--- src/sv/css_fifo.sv ---
// ----------------------------------------------------------------------------
// css_fifo: two-entry job queue
// Decouples sample loading from the split sweep.
// ----------------------------------------------------------------------------
`default_nettype none
module css_fifo #(
  parameter int unsigned Width = 8
) (
  input  wire logic             clk_i,
  input  wire logic             rst_ni,
  input  wire logic             push_i,
  input  wire logic [Width-1:0] data_i,
  output logic                  full_n_o,
  input  wire logic             pop_i,
  output logic                  valid_o,
  output logic [Width-1:0]      data_o
);
  logic [Width-1:0] mem_q [2];
  logic             wr_q, rd_q;
  logic [1:0]       cnt_q;

  assign full_n_o = (cnt_q != 2'd2);
  assign valid_o  = (cnt_q != 2'd0);
  assign data_o   = mem_q[rd_q];

  always_ff @(posedge clk_i) begin
    if (push_i && full_n_o) begin
      mem_q[wr_q] <= data_i;
    end
  end

  always_ff @(posedge clk_i or negedge rst_ni) begin
    if (!rst_ni) begin
      wr_q  <= 1'b0;
      rd_q  <= 1'b0;
      cnt_q <= 2'd0;
    end else begin
      if (push_i && full_n_o) wr_q <= ~wr_q;
      if (pop_i && valid_o) rd_q <= ~rd_q;
      cnt_q <= cnt_q + 2'((push_i && full_n_o) ? 1 : 0) - 2'((pop_i && valid_o) ? 1 : 0);
    end
  end
endmodule
`default_nettype wire

--- config.mk ---
export PLATFORM = sky130hd
export DESIGN_NAME = css_fifo
export DESIGN_NICKNAME = d
export VERILOG_FILES = /design/src/sv/css_fifo.sv
export SDC_FILE = /design/constraint.sdc
export NUM_CORES = 1
export LEC_CHECK = 0
export ABC_AREA = 1
export BUFFER_PORTS_ARGS = -buffer_cell sky130_fd_sc_hd__buf_2
export CELL_PAD_IN_SITES_DETAIL_PLACEMENT = 1
export CELL_PAD_IN_SITES_GLOBAL_PLACEMENT = 2
export CORE_MARGIN = 2
export CORE_UTILIZATION = 25
export CTS_BUF_LIST = sky130_fd_sc_hd__clkbuf_8 sky130_fd_sc_hd__clkbuf_16
export DETAILED_ROUTE_END_ITERATION = 10
export GPL_ROUTABILITY_DRIVEN = 0
export PLACE_DENSITY = 0.66
export SETUP_SLACK_MARGIN = 0.4
export SYNTH_ARGS = -nofsm -noshare
export SYNTH_HDL_FRONTEND = slang
export SYNTH_SLANG_ARGS = --single-unit
--- constraint.sdc ---
create_clock -name clk_i -period 1.6 [get_ports clk_i]
set_clock_uncertainty 0.2 [all_clocks]
set_input_delay 0.24 -clock clk_i [delete_from_list [all_inputs] [get_ports clk_i]]
set_output_delay 0.24 -clock clk_i [all_outputs]
set_load 0.005 [all_outputs]
==> results.md <==
- TritonCTS Buffers: 3
- Slew margin rel.: 85.99%
- Placed wire-length estimate: 1.187 mm
- Worst r2r src: cnt_q[1]
- # diodes: 0
- Worst path required time: 1160 ps
- CP Capture Type: output pin
- Area Growth Syn to Fin: 75.83%
- Min-delay worst type: primary input to register
- Syn_nets: 87
- Die width: about 62 um
- Die area: 3790 um2
- P_leak: 0.6551 nW
- Clk root buf: clkbuf_8
- Maxcap violations: 0
- Tcrit/Tclk final: 98.40%
- DR iter-0 viols: 11
- Peak supply drop: approximately 0.79 mV
- Post-place setup slack: approximately 0.48 ps
- Synth warn: 0
- Largest net degree at the start of global routing: 13
- Worst reg-to-reg setup slack: 60 ps
- Setup TNS: 0 ps
- Fmax: 635.1 MHz
- Post-Synthesis Cells: 73
- RSZ-0062 raised after global routing: true
- WL/cell: 13.12 um
- Element type at the critical path start: register
- Final min period: 1574 ps
- Hold Crit Depth: 3
- Yosys top cell area share: 58.01%
- Port bufs: 21
- Core outline area: about 3100 um2
- Final Non-Filler Cells: 170
- Max Transition Viols Final: 0
- Setup violators final: 0
- CTS H-tree depth: 1
- Io pins: 22
- Cell area after synthesis: 828.3 um2
- Die Height: 61.56 um
- Drt drc: 0
- Endpoint of the worst hold path: rd_q
- Placed Area: 992.2 um2
- Fill cells: 358
- CTS tree: built
- Vias: 682
- Avg Synthesized Cell Area: 11.35 um2
- Reg clk slew, reported paths: 80 ps
- GRT Residual Overflow: 0
- Total GRT Usage: 12.55%
- Via density: ~4
- Multi-input logic area: about 290 um2
- #FFs+latches synth: 20
- Vias in the first global route: around 700
- Pwr Total: 2.646 mW
- Synth area leaders: edfxtp_1 58%, nand2_1 15%, dfrtp_1 12%
- Reg-to-Reg End: cnt_q[1]
- Starting density of the core: 26.69%
- Critical path fanouts, max: 7
- Row count: 20
- Synth cell types: 12
- DR pass1 iterations: 4
- First-pass GRT wire length: around 3.2 mm
- Sequential area share after synthesis: 70.09%
- Clk buf depth: 2
- Final nets: between 100 and 150
- Final Cell Area: 1456 um2
- Later-pin clock latency in the skew report: 260 ps
- DRT Wirelength: roughly 2.2 mm
- Cell Pwr Density: 1817 nW/um2
- Clk sinks: 20
- Worst Reg2Reg Path Length in Cells: 9
- Share of cells above drive strength 1: roughly three fifths
- Cells after DPL: 137
- Largest area contributor in the netlist: edfxtp_1
- Status: completed
- Final hold violations: 0
- Commonest non-fill, non-tap cell in the layout: nand2_1
- Crit path DAT: approximately 1100 ps
- Initial antenna violation count: 0
- Worst setup margin: approximately 26 ps
- Kind of critical path: register to output pin
- Measured slew at the worst slew-check pin: 210.2 ps
- ANT nets after route: 0
- Commonest cells after routing, fill and taps aside: 20 x nand2_1, 19 x buf_2, 16 x edfxtp_1
- Sequential cell area: between 500 and 600 um2
- Hold_sp: pop_i
==> synth_stat cells <==
cell type  instances
buf_6              1
dfrtp_1            4
edfxtp_1          16
ha_1               2
inv_1              7
inv_2              1
inv_4              1
nand2_1           32
nand2_2            4
nand2_4            1
nand3_1            3
nor2_1             1
==> per-stage QoR <==
stage          hold slack [ps]  util (%)
4_1_cts                  53.64     43.43
3_5_place_dp            -143.1     31.98
3_3_place_gp            -142.7     31.98
5_1_grt                  84.78     46.94
2_1_floorplan           -255.6         -
6_report                 75.08     46.94
==> routing by layer <==
metal	routed length, um	track usage, %	vias up
met2	1220	22.71	16
met3	98	3.782	5
met4	43	6.383	0
li1	-	-	339
met1	867	12.99	322
met5	0	0	-
==> power breakdown <==
part	internal, mW	total, mW	switching [mW]	leakage (nW)
logic	0.680	1.30	0.621	0.424
clock network	0.334	0.516	0.181	0.0357
registers	0.727	0.830	0.103	0.196
==> repair_timing <==
item | in CTS | in global routing
hold buffers | 9 | 0
setup buffers | 15 | 4
setup endpoints to repair | 29 | 30
resized for setup | 19 | 21
cloned | 0 | 1
pin swaps | 13 | 11
endpoints found under the hold margin | 20 | 0
==> critical path, cell delays in order, from the launching register on <==
cell and delay, ps:
dfrtp_2 490, buf_4 170, nand2_1 50, nand2_1 40, buf_2 120
==> area by class of cell <==
type	count	area share, %
clock inverters	1	2.062
flip-flops and latches	20	39.95
multi-input cells	43	19.93
repair buffers	49	27.75
repair inverters	1	0.3436
inverters	9	3.351
well taps	44	3.780
clock buffers	3	2.835
==> worst max-delay path by stage <==
| stage | to | from | slack (ps) |
|---|---|---|---|
| after floorplan | cnt_q[1] | cnt_q[1] | 100 |
| after global placement | cnt_q[1] | cnt_q[1] | 50 |
| after detailed placement | cnt_q[1] | cnt_q[1] | 0.5 |
| after CTS | data_o[2] | rd_q | 50 |
| after global routing | data_o[2] | rd_q | -30 |
| final | data_o[2] | rd_q | 30 |
==> registers in the layout (all words and copies together), names as in the netlist <==
name / count
cnt_q: 2
mem_q: 16
rd_q: 1
wr_q: 1
==> cell families after synthesis <==
family	synth area share (%)
buffers and inverters	5.741
and+or+nand+nor	21.15
DFF	70.09
adders and majority gates	3.021
Power figures use the tool's default switching activity.
