===== config.mk =====
export PLATFORM = sky130hd
export DESIGN_NAME = css_front
export DESIGN_NICKNAME = d
export VERILOG_FILES = /design/src/sv/css_pkg.sv /design/src/sv/css_front.sv
export SDC_FILE = /design/constraint.sdc
export NUM_CORES = 1
export LEC_CHECK = 0
export CAP_MARGIN = 25
export CORE_MARGIN = 2
export CORE_UTILIZATION = 55
export CTS_CLUSTER_SIZE = 14
export DETAILED_ROUTE_END_ITERATION = 8
export DONT_BUFFER_PORTS = 1
export PLACE_DENSITY = 0.78
export SLEW_MARGIN = 10
export SYNTH_ARGS = -nofsm -noshare
export SYNTH_HDL_FRONTEND = slang
export SYNTH_SLANG_ARGS = --single-unit

===== constraint.sdc =====
create_clock -name clk_i -period 4.38 [get_ports clk_i]
set_clock_uncertainty 0.15 [all_clocks]
set_input_delay 0.657 -clock clk_i [delete_from_list [all_inputs] [get_ports clk_i]]
set_output_delay 0.657 -clock clk_i [all_outputs]
set_load 0.01 [all_outputs]

===== src/sv/css_pkg.sv =====
// ----------------------------------------------------------------------------
// css_pkg: shared constants for the causal split search
// Register indexes, reset values and field widths used by css_front, css_back and the top.
// ----------------------------------------------------------------------------
`default_nettype none
package css_pkg;

  localparam int unsigned DefaultMaxSamples = 1024;

  localparam int unsigned OutcomeW = 24;
  localparam int unsigned KeyW     = 32;
  localparam int unsigned ImproveW = 48;
  localparam int unsigned SideW    = 11;
  localparam int unsigned GroupW   = 10;
  localparam int unsigned CfgIdxW  = 8;

  localparam logic [CfgIdxW-1:0] CfgMinSide  = 8'd0;
  localparam logic [CfgIdxW-1:0] CfgMinGroup = 8'd1;

  localparam logic [SideW-1:0]  MinSideReset  = 11'd1;
  localparam logic [GroupW-1:0] MinGroupReset = 10'd2;

endpackage
`default_nettype wire


===== src/sv/css_front.sv =====
// ----------------------------------------------------------------------------
// css_front: sample loader
// Stores samples, forms node totals and queues one job per node.
// ----------------------------------------------------------------------------
`default_nettype none
module css_front #(
  parameter int unsigned MaxSamples = 1024,
  localparam int unsigned AW = $clog2(MaxSamples),
  localparam int unsigned CW = AW + 1,
  localparam int unsigned SW = css_pkg::OutcomeW + AW,
  localparam int unsigned JW = 2 * CW + 2 * SW + css_pkg::SideW + css_pkg::GroupW
) (
  input  wire logic                          clk_i,
  input  wire logic                          rst_ni,
  input  wire logic                          valid_i,
  output logic                               ready_o,
  input  wire logic [css_pkg::OutcomeW-1:0]  outcome_i,
  input  wire logic                          treated_i,
  input  wire logic [css_pkg::KeyW-1:0]      key_i,
  input  wire logic                          last_i,
  input  wire logic                          cfg_valid_i,
  input  wire logic [css_pkg::CfgIdxW-1:0]   cfg_index_i,
  input  wire logic [css_pkg::SideW-1:0]     cfg_data_i,
  output logic                               mem_we_o,
  output logic [AW-1:0]                      mem_addr_o,
  output logic [css_pkg::OutcomeW-1:0]       mem_y_o,
  output logic                               mem_t_o,
  output logic [css_pkg::KeyW-1:0]           mem_key_o,
  output logic                               job_push_o,
  input  wire logic                          job_full_n_i,
  output logic [JW-1:0]                      job_o,
  input  wire logic                          release_i
);
  import css_pkg::*;

  logic [CW-1:0]        n_q, n_d, w_q, w_d;
  logic signed [SW-1:0] s_q, s_d, t_q, t_d, y_ext;
  logic [SideW-1:0]     ms_q, ms_eff;
  logic [GroupW-1:0]    mg_q, mg_eff;
  logic                 busy_q, acc, store;

  assign ready_o = !busy_q && job_full_n_i;
  assign acc     = valid_i && ready_o;
  assign store   = (n_q < CW'(MaxSamples));
  assign y_ext   = SW'($signed(outcome_i));

  assign mem_we_o   = acc && store;
  assign mem_addr_o = n_q[AW-1:0];
  assign mem_y_o    = outcome_i;
  assign mem_t_o    = treated_i;
  assign mem_key_o  = key_i;

  always_comb begin
    n_d = n_q;
    w_d = w_q;
    s_d = s_q;
    t_d = t_q;
    if (store) begin
      n_d = n_q + CW'(1);
      s_d = s_q + y_ext;
      if (treated_i) begin
        w_d = w_q + CW'(1);
        t_d = t_q + y_ext;
      end
    end
  end

  assign ms_eff     = (ms_q == '0) ? SideW'(1) : ms_q;
  assign mg_eff     = (mg_q == '0) ? GroupW'(1) : mg_q;
  assign job_push_o = acc && last_i;
  assign job_o      = {ms_eff, mg_eff, t_d, s_d, w_d, n_d};

  always_ff @(posedge clk_i or negedge rst_ni) begin
    if (!rst_ni) begin
      n_q    <= '0;
      w_q    <= '0;
      s_q    <= '0;
      t_q    <= '0;
      ms_q   <= MinSideReset;
      mg_q   <= MinGroupReset;
      busy_q <= 1'b0;
    end else begin
      if (cfg_valid_i) begin
        case (cfg_index_i)
          CfgMinSide:  ms_q <= cfg_data_i;
          CfgMinGroup: mg_q <= cfg_data_i[GroupW-1:0];
          default: ;
        endcase
      end
      if (release_i) busy_q <= 1'b0;
      if (acc) begin
        if (last_i) begin
          n_q    <= '0;
          w_q    <= '0;
          s_q    <= '0;
          t_q    <= '0;
          busy_q <= 1'b1;
        end else begin
          n_q <= n_d;
          w_q <= w_d;
          s_q <= s_d;
          t_q <= t_d;
        end
      end
    end
  end
endmodule
`default_nettype wire


==> results summary <==
The number of placed I/O pins is 264. VDD sags by at most 0.000277 V. The count of endpoints failing setup in the final report is 0.

The area of combinational cells with multiple inputs came out at 0.00577 mm^2. Once detail routing completed, the nets flagged for antenna violations numbered 0. For the finished layout, the period the worst path requires is 4.22 ns. The routed layout has 7616 vias.

After layout, the worst path uses a little over nine tenths of the clock period. The initial antenna violation count is 0. The number of hold-slack violations in the final timing report came out at 0. The worst path required time came out at 3.57 ns. After floorplanning, the core was divided into 47 placement rows. CTS saw approximately 110 sinks. The fraction of layout instances using a drive strength above 1 came out at between 10% and 20%. The maximum clock path buffer count is 2.

The maximum number of pins on one net before global-route repair came out at 113. The length of the first detailed-routing pass in iterations is 5. The flow ran to the end, and the final reports show no timing, DRC or antenna violations. The endpoint kind of the worst setup timing path is an output pin. The final wirelength came out at between 20000 and 25000 um. Of all flip-flops after synthesis, the portion carrying an async set or reset was 100%. The die span in y is 134 um. The number of cells on the worst reg-to-reg path came out at 11.

The number of register bits inferred by synthesis came out at ~110. The power consumption came out at 5.45 mW. The floorplan die area came out at approximately 0.018 mm^2. The critical path arrival is 3.41 ns. TritonCTS built the clock tree. The core area came out at 0.0166 mm^2. Synthesis instantiated 67 different standard cells from the library. The startpoint-to-endpoint class of the critical path is reg2out. The final-layout worst hold slack is between 0.04 and 0.05 ns. The vias per cell is 6.13. Routability-driven placement finished with a final weighted congestion of 0.890.

The number of pins exceeding their max-slew limit in the final report came out at 0. In the synthesized netlist the dominant register cell turns out to be sky130_fd_sc_hd__dfrtp_1. The highest attainable clock frequency came out at 237 MHz. Across the run, the number of max-cap violations was 0. The path class of the lowest-slack min-delay path is in2async. The layout-stage area growth over the synthesis result is 1.25%. The first global-routing pass estimated 37500 um of wire. The number of enable-type register cells in the synthesized netlist came out at 0. The transition time at the pin with the least slew margin came out at 0.950 ns. Dividing the synthesized area by the synthesized cell count gives 8.30 um^2. The kind of start point of the critical path is a flop.

The clock tree synthesis step divided the H-tree into 3 levels. The residual overflow from global routing came out at 0. The via count of the first global-routing pass came to 7292. The width of the chip is 134 um. The analysis attributes to cell leakage a power of 4.48 nW. The number of buffers inserted during clock tree synthesis is 9. The half-perimeter wire length after placement is 16600 um.

After the last flow step, the layout net total stands at 1170. The global-route usage over all layers is 25.8%. The clock transition at the registers of the reported paths is about 0.090 ns. The final antenna diode count came out at 0. In this run the cell area of the synthesized design comes to between 0.009 and 0.01 mm^2. The power per cell area is 578 mW/mm^2. The number of warnings issued by yosys came out at 0. The wire length per cell after detailed routing is 18.8 um. In this run the clock root is driven by a sky130_fd_sc_hd__clkbuf_16. After technology mapping, the gate count stands at approximately 1100. The starting utilization of the core area came out at a little under three fifths. The total area of sequential cells is about 0.0028 mm^2. Counting the fill cells in the layout gives 1493. The number of DRC violations after detailed-routing iteration 0 came out at 539. At the later pin of the worst-skew pair, clock insertion delay measures around 0.37 ns.

The post-synthesis sequential area ratio is a little under a third. The post-route DRC violation count is 0. In this run the tool buffered the top-level ports with 0 buffer cells. Measured against its own limit, the worst slew margin works out to a little over a third. The largest fanout on the critical path came out at 4.

The number of nets in the synthesized netlist is between 1000 and 1500.
==> metrics by stage <==
step / std cells / instance area, um^2 / util (%) / setup TNS [ns] / setup WS, ns
floorplan: 1122 / 9310 / - / 0 / 0.367
global placement: 1224 / 8990 / 54.2 / 0 / 0.104
detailed placement: 1224 / 8990 / 54.2 / 0 / 0.0783
CTS: 1241 / 9340 / 56.3 / 0 / 0.0149
global route: 1242 / 9430 / 56.9 / -0.0282 / -0.0224
finish: 1242 / 9430 / 56.9 / 0 / 0.160
==> final cells by class <==
type	instances	share of cell area [%]
sequential	112	29.8
multi-input combinational	852	61.1
inverter	18	0.717
clock buffer	9	2.39
timing repair buffer	24	2.12
tap	220	2.92
clock inverter	7	0.942
==> state kept, by name, indices dropped and copies added (netlist names) <==
register	cells
busy_q	1
mg_q	10
ms_q	11
n_q	11
s_q	34
t_q	34
w_q	11
==> Yosys cell counts, types with 4 or more instances <==
cell                       count  share of area (%)
sky130_fd_sc_hd__nand2_1     180                7.3
sky130_fd_sc_hd__o21ai_0     127                6.8
sky130_fd_sc_hd__dfrtp_1     110                 30
sky130_fd_sc_hd__ha_1         68                9.1
sky130_fd_sc_hd__buf_4        67                5.4
sky130_fd_sc_hd__clkbuf_1     65                2.6
sky130_fd_sc_hd__a21oi_1      60                3.2
sky130_fd_sc_hd__a21o_1       47                3.8
sky130_fd_sc_hd__xor2_1       43                4.0
sky130_fd_sc_hd__nor2_1       41                1.7
sky130_fd_sc_hd__xnor2_1      36                3.4
sky130_fd_sc_hd__a22o_1       34                3.2
sky130_fd_sc_hd__mux2_2       24                2.9
sky130_fd_sc_hd__nand3_1      19                1.0
sky130_fd_sc_hd__inv_1        18               0.73
sky130_fd_sc_hd__mux2i_1      11                1.2
sky130_fd_sc_hd__nand4_1      11               0.74
sky130_fd_sc_hd__and2_1       10               0.67
sky130_fd_sc_hd__o21bai_1     10               0.81
sky130_fd_sc_hd__a31oi_1       9               0.60
sky130_fd_sc_hd__nor3_1        9               0.48
sky130_fd_sc_hd__o21a_1        9               0.73
sky130_fd_sc_hd__o21ai_1       9               0.48
sky130_fd_sc_hd__nand2b_1      8               0.54
sky130_fd_sc_hd__o31ai_1       8               0.64
sky130_fd_sc_hd__and3_1        7               0.47
sky130_fd_sc_hd__nor2b_1       7               0.47
sky130_fd_sc_hd__buf_1         5               0.20
sky130_fd_sc_hd__nor4_1        5               0.34
sky130_fd_sc_hd__a211oi_1      4               0.32
sky130_fd_sc_hd__and4_1        4               0.38
==> routing by layer <==
metal / vias to the layer above / track usage [%] / share of wire [%]
met5: - / 0 / 0
met4: 0 / 6.73 / 1.9
met3: 40 / 6.58 / 7.3
met2: 231 / 42.9 / 46
met1: 3642 / 33.6 / 44
li1: 3703 / - / -
==> logic make-up (layout without fill, tap and decap cells) <==
group / Yosys count / after routing / synth area share (%)
flip-flops: 112 / 112 / 30.1
adder cells (fa/ha/maj): 70 / 70 / 9.57
multiplexers: 35 / 35 / 4.08
XOR/XNOR: 79 / 79 / 7.43
AND/OR/NAND/NOR: 316 / 316 / 15.3
AO/OA/AOI/OAI: 352 / 352 / 24.4
buffers and inverters: 158 / 58 / 9.11
==> critical path, stage by stage, from the launching register on <==
cell and delay, ns:
sky130_fd_sc_hd__dfrtp_1 0.40, sky130_fd_sc_hd__ha_1 0.21, sky130_fd_sc_hd__fa_2 0.36, sky130_fd_sc_hd__a21o_1 0.18
sky130_fd_sc_hd__a21oi_2 0.19, sky130_fd_sc_hd__a21oi_2 0.11, sky130_fd_sc_hd__o21ai_2 0.24, sky130_fd_sc_hd__o31ai_4 0.14
sky130_fd_sc_hd__a221oi_4 0.33, sky130_fd_sc_hd__o21ai_2 0.15, sky130_fd_sc_hd__a311oi_2 0.27, sky130_fd_sc_hd__xor2_1 0.20
sky130_fd_sc_hd__o21ai_1 0.08, sky130_fd_sc_hd__buf_4 0.16
==> placed cells by master (no fill, tap or decap), types with 8 or more instances in the layout <==
| cell | n |
|---|---|
| sky130_fd_sc_hd__a21o_1 | 47 |
| sky130_fd_sc_hd__a21oi_1 | 54 |
| sky130_fd_sc_hd__a22o_1 | 34 |
| sky130_fd_sc_hd__a31oi_1 | 8 |
| sky130_fd_sc_hd__and2_1 | 10 |
| sky130_fd_sc_hd__buf_4 | 23 |
| sky130_fd_sc_hd__clkbuf_16 | 9 |
| sky130_fd_sc_hd__dfrtp_1 | 109 |
| sky130_fd_sc_hd__ha_1 | 68 |
| sky130_fd_sc_hd__inv_1 | 18 |
| sky130_fd_sc_hd__mux2_2 | 24 |
| sky130_fd_sc_hd__mux2i_1 | 11 |
| sky130_fd_sc_hd__nand2_1 | 178 |
| sky130_fd_sc_hd__nand2b_1 | 8 |
| sky130_fd_sc_hd__nand3_1 | 19 |
| sky130_fd_sc_hd__nand4_1 | 11 |
| sky130_fd_sc_hd__nor2_1 | 40 |
| sky130_fd_sc_hd__nor3_1 | 9 |
| sky130_fd_sc_hd__o21a_1 | 9 |
| sky130_fd_sc_hd__o21ai_0 | 125 |
| sky130_fd_sc_hd__o21ai_1 | 10 |
| sky130_fd_sc_hd__o21bai_1 | 10 |
| sky130_fd_sc_hd__xnor2_1 | 36 |
| sky130_fd_sc_hd__xor2_1 | 43 |
==> path summary, 6_finish.rpt <==
kind / startpoint / to / slack (ns)
hold / removal: rst_ni / s_q[0] / 0.05
setup reg to reg: s_q[8] / s_q[33] / 1.13
hold reg to reg: t_q[26] / t_q[26] / 0.37
setup / recovery: s_q[0] / job_o[50] / 0.16
max in group asynchronous: rst_ni / t_q[11] / 3.51
min in group clk_i: last_i / s_q[0] / 0.25
==> power by group <==
group / internal [mW] / total, mW / switching [mW]
clock: 0.416 / 0.881 / 0.465
combinational: 1.21 / 3.07 / 1.86
sequential: 1.27 / 1.49 / 0.224
==> repair_timing <==
action                                  4_1_cts  5_1_grt
hold buffers                                  1        0
endpoints found under the setup margin        1       10
hold endpoints to repair                    112        0
pin swaps                                     3        6
resized for setup                             2       15
buffers inserted                              0        1
Power figures use the tool's default switching activity.
